==> src/rtl/md5sh_pkg.sv <==
// md5sh_pkg: shared types, constants and round tables for the md5 stream hasher
// no dependencies; used by md5sh_core, md5_stream_hasher and md5sh_checker
package md5sh_pkg;

  // one input transaction
  typedef struct packed {
    logic [7:0] data_byte;
    logic       has_byte;
    logic       end_of_message;
  } md5sh_in_t;

  // one result transaction
  typedef struct packed {
    logic [31:0] digest_word_a;
    logic [31:0] digest_word_b;
    logic [31:0] digest_word_c;
    logic [31:0] digest_word_d;
  } md5sh_out_t;

  // sequencer to round datapath controls
  typedef struct packed {
    logic       init_h;
    logic       load_abcd;
    logic       step;
    logic       add_h;
    logic [5:0] round;
  } md5sh_core_ctl_t;

  localparam logic [31:0] IV_A = 32'h67452301;
  localparam logic [31:0] IV_B = 32'hefcdab89;
  localparam logic [31:0] IV_C = 32'h98badcfe;
  localparam logic [31:0] IV_D = 32'h10325476;

  localparam logic [7:0]  PAD_BYTE = 8'h80;
  localparam int unsigned WORDS    = 16;
  localparam int unsigned WORD_AW  = 4;
  localparam logic [3:0]  LEN_LO_WORD = 4'd14;
  localparam logic [3:0]  LEN_HI_WORD = 4'd15;

  // additive round constant
  function automatic logic [31:0] md5sh_k(input logic [5:0] r);
    logic [31:0] k;
    case (r)
      6'd0:  k = 32'hd76aa478;  6'd1:  k = 32'he8c7b756;
      6'd2:  k = 32'h242070db;  6'd3:  k = 32'hc1bdceee;
      6'd4:  k = 32'hf57c0faf;  6'd5:  k = 32'h4787c62a;
      6'd6:  k = 32'ha8304613;  6'd7:  k = 32'hfd469501;
      6'd8:  k = 32'h698098d8;  6'd9:  k = 32'h8b44f7af;
      6'd10: k = 32'hffff5bb1;  6'd11: k = 32'h895cd7be;
      6'd12: k = 32'h6b901122;  6'd13: k = 32'hfd987193;
      6'd14: k = 32'ha679438e;  6'd15: k = 32'h49b40821;
      6'd16: k = 32'hf61e2562;  6'd17: k = 32'hc040b340;
      6'd18: k = 32'h265e5a51;  6'd19: k = 32'he9b6c7aa;
      6'd20: k = 32'hd62f105d;  6'd21: k = 32'h02441453;
      6'd22: k = 32'hd8a1e681;  6'd23: k = 32'he7d3fbc8;
      6'd24: k = 32'h21e1cde6;  6'd25: k = 32'hc33707d6;
      6'd26: k = 32'hf4d50d87;  6'd27: k = 32'h455a14ed;
      6'd28: k = 32'ha9e3e905;  6'd29: k = 32'hfcefa3f8;
      6'd30: k = 32'h676f02d9;  6'd31: k = 32'h8d2a4c8a;
      6'd32: k = 32'hfffa3942;  6'd33: k = 32'h8771f681;
      6'd34: k = 32'h6d9d6122;  6'd35: k = 32'hfde5380c;
      6'd36: k = 32'ha4beea44;  6'd37: k = 32'h4bdecfa9;
      6'd38: k = 32'hf6bb4b60;  6'd39: k = 32'hbebfbc70;
      6'd40: k = 32'h289b7ec6;  6'd41: k = 32'heaa127fa;
      6'd42: k = 32'hd4ef3085;  6'd43: k = 32'h04881d05;
      6'd44: k = 32'hd9d4d039;  6'd45: k = 32'he6db99e5;
      6'd46: k = 32'h1fa27cf8;  6'd47: k = 32'hc4ac5665;
      6'd48: k = 32'hf4292244;  6'd49: k = 32'h432aff97;
      6'd50: k = 32'hab9423a7;  6'd51: k = 32'hfc93a039;
      6'd52: k = 32'h655b59c3;  6'd53: k = 32'h8f0ccc92;
      6'd54: k = 32'hffeff47d;  6'd55: k = 32'h85845dd1;
      6'd56: k = 32'h6fa87e4f;  6'd57: k = 32'hfe2ce6e0;
      6'd58: k = 32'ha3014314;  6'd59: k = 32'h4e0811a1;
      6'd60: k = 32'hf7537e82;  6'd61: k = 32'hbd3af235;
      6'd62: k = 32'h2ad7d2bb;  6'd63: k = 32'heb86d391;
      default: k = 32'h0;
    endcase
    return k;
  endfunction

  // left rotate amount
  function automatic logic [4:0] md5sh_s(input logic [5:0] r);
    logic [4:0] s;
    case ({r[5:4], r[1:0]})
      4'd0:  s = 5'd7;   4'd1:  s = 5'd12;  4'd2:  s = 5'd17;  4'd3:  s = 5'd22;
      4'd4:  s = 5'd5;   4'd5:  s = 5'd9;   4'd6:  s = 5'd14;  4'd7:  s = 5'd20;
      4'd8:  s = 5'd4;   4'd9:  s = 5'd11;  4'd10: s = 5'd16;  4'd11: s = 5'd23;
      4'd12: s = 5'd6;   4'd13: s = 5'd10;  4'd14: s = 5'd15;  4'd15: s = 5'd21;
      default: s = 5'd0;
    endcase
    return s;
  endfunction

  // message word index used by a round
  function automatic logic [3:0] md5sh_g(input logic [5:0] r);
    logic [3:0] g;
    case (r[5:4])
      2'd0:    g = r[3:0];
      2'd1:    g = 4'(r[3:0] * 4'd5 + 4'd1);
      2'd2:    g = 4'(r[3:0] * 4'd3 + 4'd5);
      default: g = 4'(r[3:0] * 4'd7);
    endcase
    return g;
  endfunction

endpackage

==> src/rtl/md5sh_ram.sv <==
// md5sh_ram: generic simple dual-port ram, one write and one registered read port
// no dependencies
module md5sh_ram #(
  parameter int unsigned Width = 32,
  parameter int unsigned Depth = 16
) (
  input  logic                     clk_i,
  input  logic                     we_i,
  input  logic [$clog2(Depth)-1:0] waddr_i,
  input  logic [Width-1:0]         wdata_i,
  input  logic [$clog2(Depth)-1:0] raddr_i,
  output logic [Width-1:0]         rdata_o
);

  logic [Width-1:0] mem [Depth];

  // write port and registered read
  always_ff @(posedge clk_i) begin
    if (we_i) begin
      mem[waddr_i] <= wdata_i;
    end
    rdata_o <= mem[raddr_i];
  end

endmodule

==> src/rtl/md5sh_core.sv <==
// md5sh_core: chaining words and the one-round-per-cycle md5 compression datapath
// depends on md5sh_pkg
module md5sh_core
  import md5sh_pkg::*;
(
  input  logic            clk_i,
  input  logic            rst_ni,
  input  md5sh_core_ctl_t ctl_i,
  input  logic [31:0]     w_i,
  output md5sh_out_t      h_o
);

  logic [31:0] h0_q, h1_q, h2_q, h3_q;
  logic [31:0] a_q, b_q, c_q, d_q;
  logic [31:0] f, sum, rot, b_d;
  logic [63:0] rot_wide;

  // round function by phase
  always_comb begin
    case (ctl_i.round[5:4])
      2'd0:    f = (b_q & c_q) | (~b_q & d_q);
      2'd1:    f = (b_q & d_q) | (c_q & ~d_q);
      2'd2:    f = b_q ^ c_q ^ d_q;
      default: f = c_q ^ (b_q | ~d_q);
    endcase
  end

  // add, rotate, add
  assign sum      = a_q + f + md5sh_k(ctl_i.round) + w_i;
  assign rot_wide = {sum, sum} << md5sh_s(ctl_i.round);
  assign rot      = rot_wide[63:32];
  assign b_d      = b_q + rot;

  // chaining words
  always_ff @(posedge clk_i or negedge rst_ni) begin
    if (!rst_ni) begin
      h0_q <= IV_A;
      h1_q <= IV_B;
      h2_q <= IV_C;
      h3_q <= IV_D;
    end else if (ctl_i.init_h) begin
      h0_q <= IV_A;
      h1_q <= IV_B;
      h2_q <= IV_C;
      h3_q <= IV_D;
    end else if (ctl_i.add_h) begin
      h0_q <= h0_q + a_q;
      h1_q <= h1_q + b_q;
      h2_q <= h2_q + c_q;
      h3_q <= h3_q + d_q;
    end
  end

  // working variables
  always_ff @(posedge clk_i) begin
    if (ctl_i.load_abcd) begin
      a_q <= h0_q;
      b_q <= h1_q;
      c_q <= h2_q;
      d_q <= h3_q;
    end else if (ctl_i.step) begin
      a_q <= d_q;
      b_q <= b_d;
      c_q <= b_q;
      d_q <= c_q;
    end
  end

  assign h_o.digest_word_a = h0_q;
  assign h_o.digest_word_b = h1_q;
  assign h_o.digest_word_c = h2_q;
  assign h_o.digest_word_d = h3_q;

endmodule

==> src/rtl/md5_stream_hasher.sv <==
// md5_stream_hasher: md5 of a byte stream, block words kept in a 16x32 ram
// depends on md5sh_pkg, md5sh_ram, md5sh_core
//
//  channel | direction | handshake            | payload
//  in      | input     | in_valid_i/in_stall_o  | md5sh_in_t  (byte, has_byte, end)
//  out     | output    | out_valid_o/out_stall_i| md5sh_out_t (four digest words)
//
// a byte transaction is accepted while the block is idle; the 64th byte of a block adds a
// compression (ram read setup, 64 rounds of the shared round unit, final add)
// an end transaction costs up to 18 padding word writes, one or two compressions
// and a handover that moves the digest into the output register
// reset loads the chaining words with the iv and clears the byte count; the block ram needs no clearing
// a stalled result holds back the next digest handover, and input stays stalled while that handover waits
module md5_stream_hasher
  import md5sh_pkg::*;
(
  input  logic       clk_i,
  input  logic       rst_ni,
  input  logic       in_valid_i,
  output logic       in_stall_o,
  input  md5sh_in_t  in_data_i,
  output logic       out_valid_o,
  input  logic       out_stall_i,
  output md5sh_out_t out_data_o
);

  localparam logic [2:0] ST_IDLE  = 3'd0;
  localparam logic [2:0] ST_PADF  = 3'd1;
  localparam logic [2:0] ST_PADZ  = 3'd2;
  localparam logic [2:0] ST_CLOAD = 3'd3;
  localparam logic [2:0] ST_CRND  = 3'd4;
  localparam logic [2:0] ST_CADD  = 3'd5;
  localparam logic [2:0] ST_DONE  = 3'd6;

  logic [2:0]  state_q, state_d;
  logic [60:0] cnt_q, cnt_d;
  logic [23:0] word_q, word_d;
  logic [3:0]  ptr_q, ptr_d;
  logic [5:0]  round_q, round_d;
  logic        pend_q, pend_d;
  logic        ovf_q, ovf_d;
  logic        final_q, final_d;
  logic        out_valid_q, out_valid_d;
  md5sh_out_t  out_q, out_d;

  logic                 ram_we;
  logic [WORD_AW-1:0]   ram_waddr, ram_raddr;
  logic [31:0]          ram_wdata, ram_rdata;
  md5sh_core_ctl_t      ctl;
  md5sh_out_t           h;
  logic [5:0]           fill;
  logic [63:0]          bit_len;

  assign fill    = cnt_q[5:0];
  assign bit_len = {cnt_q, 3'b000};

  // block word store
  md5sh_ram #(
    .Width(32),
    .Depth(WORDS)
  ) u_ram (
    .clk_i  (clk_i),
    .we_i   (ram_we),
    .waddr_i(ram_waddr),
    .wdata_i(ram_wdata),
    .raddr_i(ram_raddr),
    .rdata_o(ram_rdata)
  );

  // round datapath
  md5sh_core u_core (
    .clk_i (clk_i),
    .rst_ni(rst_ni),
    .ctl_i (ctl),
    .w_i   (ram_rdata),
    .h_o   (h)
  );

  // sequencer
  always_comb begin
    state_d     = state_q;
    cnt_d       = cnt_q;
    word_d      = word_q;
    ptr_d       = ptr_q;
    round_d     = round_q;
    pend_d      = pend_q;
    ovf_d       = ovf_q;
    final_d     = final_q;
    out_d       = out_q;
    out_valid_d = out_valid_q && out_stall_i;
    ram_we      = 1'b0;
    ram_waddr   = fill[5:2];
    ram_wdata   = {in_data_i.data_byte, word_q};
    ram_raddr   = md5sh_g(round_q + 6'd1);
    ctl         = '0;
    ctl.round   = round_q;

    case (state_q)
      ST_IDLE: begin
        if (in_valid_i) begin
          if (in_data_i.has_byte) begin
            // gather the byte into the current word
            case (fill[1:0])
              2'd0:    word_d[7:0]   = in_data_i.data_byte;
              2'd1:    word_d[15:8]  = in_data_i.data_byte;
              2'd2:    word_d[23:16] = in_data_i.data_byte;
              default: ram_we        = 1'b1;
            endcase
            cnt_d = cnt_q + 61'd1;
            if (fill == 6'd63) begin
              state_d = ST_CLOAD;
              pend_d  = in_data_i.end_of_message;
              final_d = 1'b0;
              ovf_d   = 1'b0;
            end else if (in_data_i.end_of_message) begin
              state_d = ST_PADF;
            end
          end else if (in_data_i.end_of_message) begin
            state_d = ST_PADF;
          end
        end
      end
      ST_PADF: begin
        // word with the marker byte, stale bytes above it cleared
        ram_we = 1'b1;
        case (fill[1:0])
          2'd0:    ram_wdata = {24'h0, PAD_BYTE};
          2'd1:    ram_wdata = {16'h0, PAD_BYTE, word_q[7:0]};
          2'd2:    ram_wdata = {8'h0, PAD_BYTE, word_q[15:0]};
          default: ram_wdata = {PAD_BYTE, word_q};
        endcase
        ovf_d   = (fill[5:2] >= LEN_LO_WORD);
        final_d = 1'b0;
        if (fill[5:2] == LEN_HI_WORD) begin
          state_d = ST_CLOAD;
        end else begin
          ptr_d   = fill[5:2] + 4'd1;
          state_d = ST_PADZ;
        end
      end
      ST_PADZ: begin
        // zero fill, bit length in the last two words of the final block
        ram_we    = 1'b1;
        ram_waddr = ptr_q;
        if (!ovf_q && ptr_q == LEN_LO_WORD) begin
          ram_wdata = bit_len[31:0];
        end else if (!ovf_q && ptr_q == LEN_HI_WORD) begin
          ram_wdata = bit_len[63:32];
        end else begin
          ram_wdata = 32'h0;
        end
        if (ptr_q == LEN_HI_WORD) begin
          state_d = ST_CLOAD;
          final_d = !ovf_q;
        end else begin
          ptr_d = ptr_q + 4'd1;
        end
      end
      ST_CLOAD: begin
        ram_raddr     = md5sh_g(6'd0);
        ctl.load_abcd = 1'b1;
        round_d       = 6'd0;
        state_d       = ST_CRND;
      end
      ST_CRND: begin
        ctl.step = 1'b1;
        round_d  = round_q + 6'd1;
        if (round_q == 6'd63) begin
          state_d = ST_CADD;
        end
      end
      ST_CADD: begin
        ctl.add_h = 1'b1;
        if (final_q) begin
          state_d = ST_DONE;
        end else if (ovf_q) begin
          ovf_d   = 1'b0;
          ptr_d   = 4'd0;
          state_d = ST_PADZ;
        end else if (pend_q) begin
          pend_d  = 1'b0;
          state_d = ST_PADF;
        end else begin
          state_d = ST_IDLE;
        end
      end
      ST_DONE: begin
        // hand the digest over and restart the hash
        if (!out_valid_q || !out_stall_i) begin
          out_d       = h;
          out_valid_d = 1'b1;
          ctl.init_h  = 1'b1;
          cnt_d       = '0;
          final_d     = 1'b0;
          state_d     = ST_IDLE;
        end
      end
      default: begin
        state_d = ST_IDLE;
      end
    endcase
  end

  // control registers
  always_ff @(posedge clk_i or negedge rst_ni) begin
    if (!rst_ni) begin
      state_q     <= ST_IDLE;
      cnt_q       <= '0;
      ptr_q       <= '0;
      round_q     <= '0;
      pend_q      <= 1'b0;
      ovf_q       <= 1'b0;
      final_q     <= 1'b0;
      out_valid_q <= 1'b0;
    end else begin
      state_q     <= state_d;
      cnt_q       <= cnt_d;
      ptr_q       <= ptr_d;
      round_q     <= round_d;
      pend_q      <= pend_d;
      ovf_q       <= ovf_d;
      final_q     <= final_d;
      out_valid_q <= out_valid_d;
    end
  end

  // payload registers
  always_ff @(posedge clk_i) begin
    word_q <= word_d;
    out_q  <= out_d;
  end

  assign in_stall_o  = (state_q != ST_IDLE);
  assign out_valid_o = out_valid_q;
  assign out_data_o  = out_q;

endmodule

==> config.mk <==
export PLATFORM = sky130hd
export DESIGN_NAME = md5_stream_hasher
export DESIGN_NICKNAME = d
export VERILOG_FILES = /design/src/rtl/md5sh_pkg.sv /design/src/rtl/md5sh_ram.sv /design/src/rtl/md5sh_core.sv /design/src/rtl/md5_stream_hasher.sv
export SDC_FILE = /design/constraint.sdc
export NUM_CORES = 2
export LEC_CHECK = 0
export BUFFER_PORTS_ARGS = -buffer_cell sky130_fd_sc_hd__buf_2
export CORE_MARGIN = 2
export CORE_UTILIZATION = 44
export CTS_CLUSTER_DIAMETER = 80
export CTS_CLUSTER_SIZE = 28
export DETAILED_ROUTE_END_ITERATION = 6
export PLACE_DENSITY_LB_ADDON = 0.1
export SETUP_SLACK_MARGIN = 0.3
export SLEW_MARGIN = 0
export SYNTH_ARGS = -nofsm -noshare
export SYNTH_HDL_FRONTEND = slang
export SYNTH_SLANG_ARGS = --single-unit
==> constraint.sdc <==
create_clock -name clk_i -period 13 [get_ports clk_i]
set_input_delay 2.6 -clock clk_i [delete_from_list [all_inputs] [get_ports clk_i]]
set_output_delay 2.6 -clock clk_i [all_outputs]
set_load 0.02 [all_outputs]
==> results.ini <==
[logic_synthesis]
ys_seq_elements = 1030
yosysMostFrequentCell = nand2_1
syn_inst = 5657
syn_nets = 5961
yosysUniqueCellTypes = 99
synthAdderAreaFrac_pct = 7.13
synth-xor-area-share_pct = 4.41
synth_area_um2 = 58000
yosys.area.top_type = edfxtp_1
synthFlopType = edfxtp_1
yosysWarnings = 0
synth.top_cell.area_share_pct = 41.0
synthMuxAreaShare_pct = 2.81
synthArstFlopShare_pct = 20.0
postSynthAreaPerCell_um2 = 10.2
yosys-top-cells-area = edfxtp_1, dfrtp_1, nand2_1, ha_1, a21oi_1
ys_seq_area_share_pct = 51.2
synth_edf_count = 792
synth_simple_gate_area_share_pct = 13.9
synth-compound-area-share_pct = 16.6
synthTopCellsByCount = nand2_1, edfxtp_1, a21oi_1
synth_top_family_by_area = compound AO/OA/AOI/OAI gates

[clock_network]
path_clk_slew_ns = 0.10
ctsHtreeMaxLevel = 2
clockBufferDepth = 3
root_buffer = clkbuf_16
post_cts_resized = 0
clock_latency_ns = 0.74
cts_tree = yes
cts_buffers = 58
clock_sinks = 1030
post-cts-setup-buffers = 0
cts_hold_buffers = 0

[detailed_routing]
drt_iter0_markers = 4116
vias = 43300
wl_per_cell_um = 24.9
drtAntennaViolNets = 0
routed_wl_mm = 185
first_pass_iters = 6
avgViaCountPerCell = 5.82
drc = 0

[grt]
grt_use_total_pct = 26.9
grt_max_degree = 186
grt_pass1_vias = 40900
gr-total-overflow = 0
grt_pass1_wl_mm = 273
antenna_found_initial = 6

[floorplanning]
die_w_um = 367
die_h_um = 367
die_area_um2 = 135000
core-area_um2 = 131000
core.rowCount = 133
start_util_pct = 44.2
ios = 144

[setup_path]
crit_type = reg2reg
r2r-end = u_core.b_q[30]
end_kind = flop
slowest_delay_ns = 0.75
worstPathRequired_ns = 13.44
rrSetupSlack_ns = 2.11
cpMaxStageDelayCell = ha_1
cp_max_fo = 18
r2r_cells = 40
cp_common_cell = a21oi_1
cp.arrival_ns = 11.33
startpoint_type = flop
r2r_start = round_q[1]

[cells_and_area]
area_growth_pct = 8.17
post-route-util_pct = 47.8
nets = 5941
drive_above_1_share_pct = 9.18

[timing]
max_freq_mhz = 91.8
clock_skew_ns = 0.0407
hold_viol_final = 0
setup_tns_ns = 0
setup_violations = 0
worst_slew_pin_slew_ns = 1.22
slew_headroom_pct = 18.8
post-route-period-util_pct = 83.8
finalCriticalPeriod_ns = 10.89
rsz0062_at_grt = false
drv_slew = 0

[min_path]
hold_class = reg2reg
hold_path_depth = 0
holdPathEnd = out_data_o[31]
hold_start = u_core.h3_q[31]

[run]
maxCapViolCount = 0

[run_status]
status = finished, final reports clean

[place]
dp_hpwl_mm = 125
routabilityCongestion = 0.967
io_buffers = 143

cells by family after synthesis:
logic type      after synthesis
simple gates               1816
compound gates             1534
flops                      1030
buf+inv                     555
xor+xnor                    290
fa+ha+maj                   290
mux                         142
per-stage QoR:
step	area, um2	hold WS (ns)	std cells	worst slack (ns)
2_1_floorplan	58000	0.463	5657	3.97
3_3_place_gp	60500	0.496	7332	2.58
3_5_place_dp	60500	0.486	7332	2.45
4_1_cts	62700	0.521	7439	2.34
5_1_grt	62700	0.534	7439	1.40
6_report	62700	0.521	7442	2.11
placed cells by master (no fill, tap or decap), types with 142 or more instances in the layout:
cell type	Yosys	final
buf_2	26	142
nor2_1	333	315
xnor2_1	178	178
o21ai_0	353	344
ha_1	223	223
a211oi_1	202	202
edfxtp_1	792	792
and2_1	143	142
a21oi_1	447	446
nand2_1	900	894
inv_1	232	231
layer usage:
layer | part of all wire (%) | up-vias | GRT usage [%]
met4 | 4.0 | 0 | 9.99
met2 | 48 | 1368 | 45.4
met3 | 5.3 | 303 | 2.63
met5 | 0 | - | 0
li1 | - | 20400 | -
met1 | 43 | 21200 | 35.9
worst max-delay path by stage:
| stage | endpoint | from | slack [ns] | depth (start not counted) |
|---|---|---|---|---|
| floorplan | u_core.b_q[30] | round_q[0] | 3.97 | 40 |
| global placement | u_core.b_q[30] | round_q[1] | 2.58 | 40 |
| detailed placement | u_core.b_q[30] | round_q[1] | 2.45 | 40 |
| CTS | u_core.b_q[30] | round_q[1] | 2.34 | 40 |
| global route | u_core.b_q[30] | round_q[1] | 1.40 | 40 |
| finish | u_core.b_q[30] | round_q[1] | 2.11 | 40 |
worst max-delay path: cells and delay by family, from the launching register on:
family          cells  cell delay (ns)
compound gates     19             4.02
xor+xnor            2             0.28
fa+ha+maj           6             2.59
buf+inv             6             1.20
flops               1             0.34
mux                 2             1.09
simple gates        5             1.04
final cells by class:
type	instances	area (um2)
sequential	1030	29700
antenna	3	7.51
clock inverter	42	698
clock buffer	65	1510
timing repair buffer	237	1460
tap	1755	2200
inverter	238	906
multi-input combinational	4072	26300
fill	12300	68400
sequential cells by signal, summed over array words and instances (netlist names):
name / cells
final_q: 1
u_ram.rdata_o: 32
out_valid_o: 1
out_data_o: 128
state_q: 3
word_q: 24
u_core.h1_q: 32
u_core.c_q: 32
u_core.h0_q: 32
cnt_q: 61
ovf_q: 1
pend_q: 1
u_core.a_q: 32
u_core.d_q: 32
u_core.h3_q: 32
ptr_q: 4
round_q: 6
u_core.h2_q: 32
u_ram.mem: 512
u_core.b_q: 32
Power is not shown: default switching activity piles up to over one toggle a cycle in this logic, so the estimate is an artifact.
